--- config.mk ---
export PLATFORM = sky130hd
export DESIGN_NAME = min_max_contrast_stretch_core
export DESIGN_NICKNAME = d
export VERILOG_FILES = /design/src/hw/rtl/mmcs_pkg.sv /design/src/hw/rtl/mmcs_ctrl.sv /design/src/hw/rtl/mmcs_dp.sv /design/src/hw/rtl/min_max_contrast_stretch_core.sv
export SDC_FILE = /design/constraint.sdc
export NUM_CORES = 1
export LEC_CHECK = 0
export BUFFER_PORTS_ARGS = -buffer_cell sky130_fd_sc_hd__buf_2
export CORE_AREA = 2 2 123 125
export CTS_CLUSTER_DIAMETER = 200
export DETAILED_ROUTE_END_ITERATION = 6
export DIE_AREA = 0 0 125 127
export PLACE_DENSITY = 0.91
export SLEW_MARGIN = 20
export SYNTH_ARGS = -nofsm -noshare
export SYNTH_HDL_FRONTEND = slang
export SYNTH_SLANG_ARGS = --single-unit
--- constraint.sdc ---
create_clock -name i_clk -period 3.08 [get_ports i_clk]
set_input_delay 0.308 -clock i_clk [delete_from_list [all_inputs] [get_ports i_clk]]
set_output_delay 0.308 -clock i_clk [all_outputs]
set_load 0.05 [all_outputs]
--- src/hw/rtl/mmcs_pkg.sv ---
// ----------------------------------------------------------------------------
// mmcs_pkg
// Shared types and constants for the min-max contrast stretch core.
// ----------------------------------------------------------------------------
package mmcs_pkg;

    localparam int STAT_W          = 16;     // pixel, min, max and threshold width
    localparam int P_PIXEL_BITS    = 16;     // default significant pixel bits
    localparam int QUO_W           = 8;      // display pixel width, one bit per step
    localparam int CFG_DATA_W      = 32;
    localparam int CFG_ADDR_W      = 3;

    localparam logic [STAT_W-1:0] THRESH_RESET = 16'd16384;
    localparam logic [QUO_W-1:0]  DISP_MAX     = 8'hFF;
    localparam logic [QUO_W-1:0]  DISP_ZERO    = 8'h00;

    // operation codes
    localparam logic OP_MEASURE = 1'b0;
    localparam logic OP_MAP     = 1'b1;

    // register index of the outlier threshold
    localparam logic REG_THRESH = 1'b0;

    typedef enum logic [1:0] {
        ST_IDLE,
        ST_DIV,
        ST_WRITE
    } t_state;

    typedef struct packed {
        logic accept;    // input beat taken this cycle
        logic div_step;  // one restoring division step
        logic out_load;  // load the output register
    } t_dp_cmd;

    typedef struct packed {
        logic special;   // map beat resolved without division
        logic out_free;  // output register can take a result
    } t_dp_sts;

endpackage

--- src/hw/rtl/mmcs_ctrl.sv ---
// ----------------------------------------------------------------------------
// mmcs_ctrl
// Sequencer: accepts beats, runs the divider steps and hands the result on.
// ----------------------------------------------------------------------------
module mmcs_ctrl
    import mmcs_pkg::*;
(
    input  logic    i_clk,
    input  logic    i_rst_n,
    input  logic    i_valid,
    input  logic    i_operation,
    output logic    o_ready,
    input  t_dp_sts i_sts,
    output t_dp_cmd o_cmd
);

    localparam int CNT_W = $clog2(QUO_W);

    t_state           r_state, n_state;
    logic [CNT_W-1:0] r_cnt, n_cnt;

    always_ff @(posedge i_clk) begin
        if (!i_rst_n) begin
            r_state <= ST_IDLE;
            r_cnt   <= '0;
        end else begin
            r_state <= n_state;
            r_cnt   <= n_cnt;
        end
    end

    always_comb begin
        n_state        = r_state;
        n_cnt          = r_cnt;
        o_ready        = 1'b0;
        o_cmd.accept   = 1'b0;
        o_cmd.div_step = 1'b0;
        o_cmd.out_load = 1'b0;
        unique case (r_state)
            ST_IDLE: begin
                o_ready      = 1'b1;
                o_cmd.accept = i_valid;
                n_cnt        = '0;
                if (i_valid && (i_operation == OP_MAP)) begin
                    n_state = ST_DIV;
                end
            end
            ST_DIV: begin
                if (i_sts.special) begin
                    n_state = ST_WRITE;
                end else begin
                    o_cmd.div_step = 1'b1;
                    n_cnt          = r_cnt + 1'b1;
                    if (r_cnt == CNT_W'(QUO_W - 1)) begin
                        n_state = ST_WRITE;
                    end
                end
            end
            ST_WRITE: begin
                if (i_sts.out_free) begin
                    o_cmd.out_load = 1'b1;
                    n_state        = ST_IDLE;
                end
            end
            default: begin
                n_state = ST_IDLE;
            end
        endcase
    end

endmodule

--- src/hw/rtl/mmcs_dp.sv ---
// ----------------------------------------------------------------------------
// mmcs_dp
// Datapath: range statistics, outlier tests, restoring divider, output stage.
// ----------------------------------------------------------------------------
module mmcs_dp
    import mmcs_pkg::*;
#(
    parameter int PIXEL_BITS = P_PIXEL_BITS
) (
    input  logic              i_clk,
    input  logic              i_rst_n,
    input  t_dp_cmd           i_cmd,
    output t_dp_sts           o_sts,
    input  logic [STAT_W-1:0] i_thresh,
    input  logic              i_operation,
    input  logic [STAT_W-1:0] i_pixel,
    input  logic              i_frame_start,
    output logic              o_valid,
    input  logic              i_ready,
    output logic [QUO_W-1:0]  o_display_pixel,
    output logic              o_clipped
);

    localparam int DW = PIXEL_BITS + 1;
    localparam logic [STAT_W-1:0] PIX_MASK =
        STAT_W'((STAT_W+1)'(1) << PIXEL_BITS) - STAT_W'(1);

    logic [STAT_W-1:0] r_min, r_max;
    logic              r_any;
    logic [DW-1:0]     r_rem, r_div;
    logic [QUO_W-1:0]  r_quo;
    logic              r_special;
    logic [QUO_W-1:0]  r_spec_pix;
    logic              r_spec_clip;
    logic              r_out_valid;
    logic [QUO_W-1:0]  r_out_pix;
    logic              r_out_clip;

    logic [STAT_W-1:0] p;
    logic [STAT_W-1:0] base_min, base_max;
    logic              base_any;
    logic [STAT_W-1:0] n_min, n_max;
    logic              n_any;
    logic              map_special;
    logic [QUO_W-1:0]  map_pix;
    logic              map_clip;
    logic [DW:0]       rem_sh;
    logic              q_bit;
    logic [DW-1:0]     n_rem;

    assign p = STAT_W'(i_pixel[PIXEL_BITS-1:0]);

    // measure: frame start resets the range before this pixel counts
    always_comb begin
        base_min = i_frame_start ? PIX_MASK : r_min;
        base_max = i_frame_start ? '0 : r_max;
        base_any = i_frame_start ? 1'b0 : r_any;
        n_min    = base_min;
        n_max    = base_max;
        n_any    = base_any;
        if (p < i_thresh) begin
            n_any = 1'b1;
            if (!base_any) begin
                n_min = p;
                n_max = p;
            end else begin
                if (p > base_max) n_max = p;
                if (p < base_min) n_min = p;
            end
        end
    end

    // map: saturating and empty-range cases need no division
    always_comb begin
        map_special = 1'b1;
        map_pix     = DISP_ZERO;
        map_clip    = 1'b0;
        if (!r_any) begin
            map_pix = DISP_ZERO;
        end else if ((p >= i_thresh) || (p > r_max)) begin
            map_pix  = DISP_MAX;
            map_clip = 1'b1;
        end else if (p < r_min) begin
            map_pix  = DISP_ZERO;
            map_clip = 1'b1;
        end else begin
            map_special = 1'b0;
        end
    end

    // restoring step; remainder stays below the span so one subtract suffices
    assign rem_sh = {r_rem, 1'b0};
    assign q_bit  = (rem_sh >= {1'b0, r_div});
    always_comb begin
        if (q_bit) n_rem = DW'(rem_sh - {1'b0, r_div});
        else       n_rem = rem_sh[DW-1:0];
    end

    always_ff @(posedge i_clk) begin
        if (!i_rst_n) begin
            r_min <= THRESH_RESET;
            r_max <= '0;
            r_any <= 1'b0;
        end else if (i_cmd.accept && (i_operation == OP_MEASURE)) begin
            r_min <= n_min;
            r_max <= n_max;
            r_any <= n_any;
        end
    end

    always_ff @(posedge i_clk) begin
        if (i_cmd.accept && (i_operation == OP_MAP)) begin
            r_special   <= map_special;
            r_spec_pix  <= map_pix;
            r_spec_clip <= map_clip;
            r_rem       <= DW'(p[PIXEL_BITS-1:0] - r_min[PIXEL_BITS-1:0]);
            r_div       <= DW'({1'b0, r_max[PIXEL_BITS-1:0]})
                         - DW'({1'b0, r_min[PIXEL_BITS-1:0]}) + DW'(1);
            r_quo       <= '0;
        end else if (i_cmd.div_step) begin
            r_rem <= n_rem;
            r_quo <= {r_quo[QUO_W-2:0], q_bit};
        end
    end

    always_ff @(posedge i_clk) begin
        if (!i_rst_n) begin
            r_out_valid <= 1'b0;
        end else if (i_cmd.out_load) begin
            r_out_valid <= 1'b1;
        end else if (i_ready) begin
            r_out_valid <= 1'b0;
        end
    end

    always_ff @(posedge i_clk) begin
        if (i_cmd.out_load) begin
            r_out_pix  <= r_special ? r_spec_pix : r_quo;
            r_out_clip <= r_special ? r_spec_clip : 1'b0;
        end
    end

    assign o_sts.special  = r_special;
    assign o_sts.out_free = !r_out_valid || i_ready;

    assign o_valid         = r_out_valid;
    assign o_display_pixel = r_out_pix;
    assign o_clipped       = r_out_clip;

`ifndef SYNTHESIS
    a_rem_below_span: assert property (@(posedge i_clk) disable iff (!i_rst_n)
        i_cmd.div_step |-> (r_rem < r_div))
        else $error("divider remainder not below span");

    a_range_ordered: assert property (@(posedge i_clk) disable iff (!i_rst_n)
        r_any |-> (r_min <= r_max))
        else $error("measured min above max");

    a_clip_saturates: assert property (@(posedge i_clk) disable iff (!i_rst_n)
        (r_out_valid && r_out_clip) |-> ((r_out_pix == DISP_ZERO) || (r_out_pix == DISP_MAX)))
        else $error("clipped beat not saturated");

    a_no_overwrite: assert property (@(posedge i_clk) disable iff (!i_rst_n)
        (r_out_valid && !i_ready) |-> !i_cmd.out_load)
        else $error("held result overwritten");
`endif

endmodule

--- src/hw/rtl/min_max_contrast_stretch_core.sv ---
// ----------------------------------------------------------------------------
// min_max_contrast_stretch_core
// 16-bit infrared pixel to 8-bit display pixel by min-max contrast stretch.
//
// channel   | direction | handshake          | payload
// ----------+-----------+--------------------+-------------------------------
// input     | in        | i_valid / o_ready  | i_operation i_pixel i_frame_start
// output    | out       | o_valid / i_ready  | o_display_pixel o_clipped
// config    | in        | APB psel/penable   | paddr pwdata prdata
//
// A measure beat gives no result.
// A map beat is accepted, runs 8 restoring divider steps and is then written;
// a saturated or empty-range map beat skips the steps. The 8-bit quotient loop sets their number.
// The output register lets the next beat be accepted while a result waits.
// Synchronous active-low reset; no clearing pass.
// ----------------------------------------------------------------------------
module min_max_contrast_stretch_core
    import mmcs_pkg::*;
#(
    parameter int PIXEL_BITS = P_PIXEL_BITS
) (
    input  logic                  i_clk,
    input  logic                  i_rst_n,
    input  logic                  i_valid,
    output logic                  o_ready,
    input  logic                  i_operation,
    input  logic [STAT_W-1:0]     i_pixel,
    input  logic                  i_frame_start,
    output logic                  o_valid,
    input  logic                  i_ready,
    output logic [QUO_W-1:0]      o_display_pixel,
    output logic                  o_clipped,
    input  logic                  psel,
    input  logic                  penable,
    input  logic                  pwrite,
    input  logic [CFG_ADDR_W-1:0] paddr,
    input  logic [CFG_DATA_W-1:0] pwdata,
    output logic [CFG_DATA_W-1:0] prdata,
    output logic                  pready
);

    logic [STAT_W-1:0] r_thresh;
    t_dp_cmd           cmd;
    t_dp_sts           sts;

    assign pready = 1'b1;

    always_ff @(posedge i_clk) begin
        if (!i_rst_n) begin
            r_thresh <= THRESH_RESET;
        end else if (psel && penable && pwrite && (paddr[2] == REG_THRESH)) begin
            r_thresh <= pwdata[STAT_W-1:0];
        end
    end

    always_comb begin
        unique case (paddr[2])
            REG_THRESH: prdata = CFG_DATA_W'(r_thresh);
            default:    prdata = '0;
        endcase
    end

    mmcs_ctrl u_ctrl (
        .i_clk       (i_clk),
        .i_rst_n     (i_rst_n),
        .i_valid     (i_valid),
        .i_operation (i_operation),
        .o_ready     (o_ready),
        .i_sts       (sts),
        .o_cmd       (cmd)
    );

    mmcs_dp #(
        .PIXEL_BITS (PIXEL_BITS)
    ) u_dp (
        .i_clk           (i_clk),
        .i_rst_n         (i_rst_n),
        .i_cmd           (cmd),
        .o_sts           (sts),
        .i_thresh        (r_thresh),
        .i_operation     (i_operation),
        .i_pixel         (i_pixel),
        .i_frame_start   (i_frame_start),
        .o_valid         (o_valid),
        .i_ready         (i_ready),
        .o_display_pixel (o_display_pixel),
        .o_clipped       (o_clipped)
    );

endmodule
### After elaboration in Yosys (flattened, before gate mapping)

Cells that the tools add are included.

| storage, ports and cells | value |
|---|---|
| word-level logic and storage cells | 84 |
| input port bits | 60 |
| flip-flop bits (word level) | 116 |

| cells by class | value |
|---|---|
| reductions and logical operators | 15 |
| bitwise logic cells | 2 |
| add/subtract/negate cells | 5 |
| equal/unequal tests | 7 |
| mux-type cells | 33 |
| order comparisons | 7 |

Operators by type and width:

| kind | count |
|---|---|
| $mux 16 | 9 |
| $mux 17 | 3 |
| $lt 16x16->1 | 3 |
| $sub 16x16->17 | 2 |
| $gt 16x16->1 | 2 |
| $ge 18x17->1 | 1 |
| $add 17x1->17 const B | 1 |
| $sub 17x17->17 | 1 |
| $ge 16x16->1 | 1 |
| $mux 8 | 2 |
| $mux 1 | 12 |
| $mux 2 | 4 |
| $logic_and 1x1->1 | 6 |
| $pmux 2 s3 | 1 |
| $pmux 3 s2 | 1 |
| $reduce_bool 2->1 | 3 |
| $ne 2x2->1 const B | 2 |
| $add 3x1->3 const B | 1 |
| $eq 3x3->1 const B | 1 |
| $mux 3 | 1 |
| $ne 3x1->1 const B | 1 |
| $reduce_and 3->1 | 1 |
| $eq 2x1->1 const B | 1 |
| $eq 2x2->1 const B | 1 |
| other kinds (6) | 8 |

### Depth between registers and ports, before layout

| depth | value |
|---|---|
| word-level depth | 5 |
| depth in mapped cells | 14 |

### Hierarchy

Synthesis repeated with hierarchy kept, for this count alone.

| second synthesis, totals | value |
|---|---|
| cell total of the unflattened synthesis | 967 |
| area, all modules | 8652.0 um^2 |

Modules (own cells, without submodules):

| module | cells each | times used | sequential area each (um^2) | area an instance (um^2) |
|---|---|---|---|---|
| mmcs_dp | 830 | 1 | 2222.1 | 7472.2 |
| min_max_contrast_stretch_core | 106 | 1 | 320.3 | 912.1 |
| mmcs_ctrl | 31 | 1 | 100.1 | 267.8 |

### Worst setup path after synthesis

OpenSTA, ideal clock, no wires.

| timing | value |
|---|---|
| path kind | in2reg |
| from | input port i_frame_start |
| to | register u_dp.r_max[0] |
| arrival | 2665 ps |
| setup slack | 301 ps |
| library setup time | 115 ps |
| stages | 12 |
| path through | buf_2 -> clkbuf_1 -> nand2b_1 -> ha_1 -> nand4_1 -> or3_1 -> o221a_1 -> or3_1 -> buf_6 -> buf_6 -> and3_1 -> o21a_1 |

| on the way | value |
|---|---|
| cells in the longest elaborated chain, start to end | 5 |
| elaborated cells on any way between the ends | 6 |

Ends and longest elaborated chain:

| what | RTL line | text |
|---|---|---|
| start, declared | min_max_contrast_stretch_core.sv:28 | `input logic i_frame_start,` |
| $mux 16 | mmcs_dp.sv:56 | `base_max = i_frame_start ? '0 : r_max;` |
| $gt 16x16->1 | mmcs_dp.sv:67 | `if (p > base_max) n_max = p;` |
| $mux 16 | mmcs_dp.sv:67 |  |
| $mux 16 | mmcs_dp.sv:63 | `if (!base_any) begin` |
| $mux 16 * | mmcs_dp.sv:61 | `if (p < i_thresh) begin` |
| end signal, assigned | mmcs_dp.sv:106 | `r_max <= n_max;` |
| end, declared | mmcs_dp.sv:28 | `logic [STAT_W-1:0] r_min, r_max;` |

Every way passes the cells marked *; elsewhere a longest branch is shown, timed or not.
A chain may end at the register's enable or synchronous reset.

### Final worst setup path

| timing | value |
|---|---|
| from | register u_dp.r_min[2] |
| to | register u_dp.r_div[16] (data pin) |

| on the way | value |
|---|---|
| cells in the longest elaborated chain, start to end | 2 |

Ends and longest elaborated chain:

| what | RTL line | text |
|---|---|---|
| start, declared | mmcs_dp.sv:28 |  |
| start signal, assigned | mmcs_dp.sv:105 | `r_min <= n_min;` |
| $sub 16x16->17 | mmcs_dp.sv:118 | `- DW'({1'b0, r_min[PIXEL_BITS-1:0]}) + DW'(1);` |
| $add 17x1->17 | mmcs_dp.sv:118 |  |
| end signal, assigned | mmcs_dp.sv:117 | `r_div <= DW'({1'b0, r_max[PIXEL_BITS-1:0]})` |
| end, declared | mmcs_dp.sv:30 | `logic [DW-1:0] r_rem, r_div;` |

Every way passes these cells.

==> run_results.csv <==
group,metric,value,unit
status,status,"complete, no violations",
floorplanning,die_y,127,µm
worst_hold_path,hp-class,"in -> reg",
floorplanning,start_util,0.596,
timing,slew_violations,0,
pwr,total_power,4.39,mW
pwr,p_leak,4.17,nW
grt,first_global_vias,6996,
pwr,vdd_drop_max,0.284,mV
run,maxCapViolations,0,
clock_network,clockBufferDepth,2,
timing,slew_headroom,0.380,
logic_synthesis,yosysUniqueCellTypes,68,
grt,antenna_found_initial,0,
pwr,power_density,464,mW/mm²
drt,viasPerCell,5.82,
cells_and_area,syn_to_final_growth,10.3,%
logic_synthesis,netlist_area,0.00859,mm²
clock_network,cts-htree-levels,3,
critical_path,crit_end,"u_dp.r_div[16]",
drt,routed_wl,19500,µm
clock_network,cts_made_buffers,9,
logic_synthesis,yosys-top-cells-area,"ha_1 19%, edfxtp_1 16%, dfxtp_1 15%, inv_1 4.0%, nor2_1 3.9%",
drt,ant_nets,0,
pwr,intPower,2.89,mW
logic_synthesis,synthArstFlopShare,0,
floorplanning,core-area,0.0144,mm²
drt,wl_per_cell,15.6,µm
floorplanning,num_rows,44,
logic_synthesis,synth_top_area_frac,0.188,
timing,worst_pin_slew,930,ps
critical_path,start_kind,"flip-flop",
critical_path,crit_path_end_kind,"flip-flop",
timing,max_freq,335,MHz
pwr,switching_share,0.342,
grt,grt-ovfl-total,0,
critical_path,path_class,"reg -> reg",
logic_synthesis,ys_warn_count,0,
logic_synthesis,postSynthCellCount,993,
placement,placed_area,0.00912,mm²
floorplanning,die_area,0.0159,mm²
clock_network,cts_tree,"done",
floorplanning,ios,104,
logic_synthesis,ys_seq_elements,109,
drt,drt-initial-drc-count,460,
drt,dr.pass1.iters,5,
critical_path,worstPathArrival,3080,ps
critical_path,r2r-start,"u_dp.r_min[2]",
timing,hold_viol,0,
clock_network,cts_root_buf,"clkbuf_16",
floorplanning,die_x,125,µm
timing,clock_skew,10.5,ps
cells_and_area,nets,1249,
clock_network,insertion_delay,360,ps
grt,grt_pass1_wl,31100,µm
logic_synthesis,synth_edf_count,46,
placement,place_ws,58.9,ps
critical_path,cp_max_fo,3,
pwr,p_seq_frac,0.386,
critical_path,regToRegSetupSlack,100,ps
cells_and_area,drive_gt1_frac,0.123,
critical_path,timing.rr.end,"u_dp.r_div[16]",
logic_synthesis,syn_avg_cell_area,8.65,µm²
clock_network,cts_sinks,109,
placement,gp_congestion,0.874,
drt,vias,7247,
timing,setup_ws,96.3,ps
logic_synthesis,synth_flop_cell,"dfxtp_1",
placement,portBuffers,68,
pwr,pwr-share-clk,0.255,
pwr,combPwrFrac,0.359,
logic_synthesis,synth_area_leader_cell,"ha_1",
timing,final.period_utilization,0.969,
logic_synthesis,yosysSeqAreaShare,0.308,
clock_network,clk_pin_slew_worst_paths,70,ps
cells_and_area,diodes,0,
drt,drc,0,
critical_path,required,3180,ps
critical_path,reg2reg_depth,11,
grt,grtUsageTotal,0.235,
placement,dp_hpwl,14700,µm
pwr,p_sw,1.50,mW
critical_path,critPathLaunch,"u_dp.r_min[2]",
timing,setup_viol,0,
cells_and_area,stdcell_area,0.00948,mm²
timing,period_minus_slack,2980,ps
grt,grt_max_degree,61,
==> kinds of logic (layout without fill, tap and decap cells) <==
kind of cell | Yosys count | in the layout | share of synthesized area
adders and majority gates | 132 | 132 | 0.195
other | 2 | 17 | 0.000874
xor gates and xnor gates | 29 | 29 | 0.0296
DFF | 109 | 109 | 0.308
muxes | 27 | 27 | 0.0315
AOI/OAI and AO/OA | 244 | 244 | 0.191
buffers and inverters | 144 | 198 | 0.0728
and+or+nand+nor | 306 | 306 | 0.172
==> power by group through the flow <==
stage                     sequential [mW]  combinational [mW]  clock, mW
after global routing                 1.70                1.74       1.17
after global placement               1.72                1.44          0
final                                1.69                1.58       1.12
after CTS                            1.69                1.52       1.11
after floorplan                      1.72                1.15          0
after detailed placement             1.72                1.49          0
==> critical path, cell delays in order, from the launching register on <==
cell       delay (ps)
dfxtp_2           340
inv_1              60
ha_1              330
ha_4              230
a211o_1           310
a211oi_2          310
o31ai_2           110
nor4_2            370
nor3_2            100
a2111oi_4         290
a21oi_2           110
xnor2_1           150
==> cell usage after synthesis, drive strengths merged (3+ instances only) <==
master / number
ha: 129
inv: 93
nor2: 90
nand2: 85
o21ai: 66
dfxtp: 63
edfxtp: 46
a21oi: 34
nor2b: 29
a21o: 28
mux2i: 27
clkbuf: 26
buf: 25
a21boi: 24
xnor2: 23
o21a: 22
nand2b: 21
nand3: 21
o211ai: 20
nand4: 13
nor3: 12
or3: 9
and2: 6
xor2: 6
a211oi: 5
and3: 5
a211o: 4
a31oi: 4
o2111ai: 4
o21bai: 4
o31a: 4
a2111oi: 3
a31o: 3
and4: 3
fa: 3
nor3b: 3
o22ai: 3
or2: 3
==> state kept, by name, indices dropped and copies added (netlist names) <==
signal / cells
u_dp.r_spec_clip: 1
u_dp.o_clipped: 1
u_dp.r_special: 1
u_dp.o_valid: 1
u_dp.r_rem: 17
u_ctrl.r_state: 2
u_dp.r_min: 16
u_dp.r_any: 1
u_dp.o_display_pixel: 8
u_dp.r_quo: 8
r_thresh: 16
u_ctrl.r_cnt: 3
u_dp.r_spec_pix: 1
u_dp.r_div: 17
u_dp.r_max: 16
==> metal layers <==
metal | wire (µm) | GRT usage | vias to the layer above
met2 | 9550 | 0.424 | 239
met4 | 779 | 0.113 | 0
met5 | 0 | 0 | -
met3 | 911 | 0.0352 | 52
li1 | - | - | 3603
met1 | 8210 | 0.275 | 3353
==> cells in the final DEF (no fill, tap or decap), types with 21 or more instances in the layout <==
master / netlist / final
nor2b_1: 29 / 29
edfxtp_1: 46 / 46
nand2b_1: 21 / 21
a21boi_0: 22 / 22
nand2_1: 85 / 85
nor2_1: 90 / 90
a21oi_1: 33 / 31
xnor2_1: 23 / 23
o21a_1: 22 / 22
nand3_1: 21 / 21
mux2i_1: 27 / 27
o21ai_0: 62 / 62
buf_2: 5 / 68
a21o_1: 28 / 28
ha_1: 129 / 128
dfxtp_1: 63 / 60
inv_1: 92 / 91
==> worst min-delay path by stage <==
stage	startpoint	endpoint	slack, ps	cells after the start
4_1_cts	pwdata[14]	r_thresh[14]	190	3
6_report	pwdata[14]	r_thresh[14]	190	3
3_3_place_gp	r_thresh[2]	r_thresh[2]	450	2
5_1_grt	pwdata[14]	r_thresh[14]	210	3
3_5_place_dp	r_thresh[2]	r_thresh[2]	460	2
2_1_floorplan	r_thresh[10]	r_thresh[10]	440	2
==> final cells by class <==
cell class | instances | area [µm²]
Timing Repair Buffer | 89 | 523
Inverter | 93 | 349
Tap cell | 184 | 230
Multi-Input combinational cell | 755 | 5450
Clock inverter | 6 | 55.1
Fill cell | 1077 | 4950
Sequential cell | 109 | 2650
Clock buffer | 10 | 229
==> timing repair <==
item	in CTS	in global routing
hold buffers	0	0
endpoints found under the setup margin	0	3
resized for setup	0	13
buffers inserted	0	1
==> through the flow <==
stage | TNS [ps] | utilization | instances | hold WS [ps]
finish | 0 | 0.657 | 1246 | 186
global route | -82.6 | 0.657 | 1246 | 210
CTS | 0 | 0.652 | 1245 | 191
detailed placement | 0 | 0.632 | 1229 | 456
global placement | 0 | 0.632 | 1229 | 449
floorplan | 0 | - | 1008 | 443
Note: power is estimated with default switching activity, not from simulation.
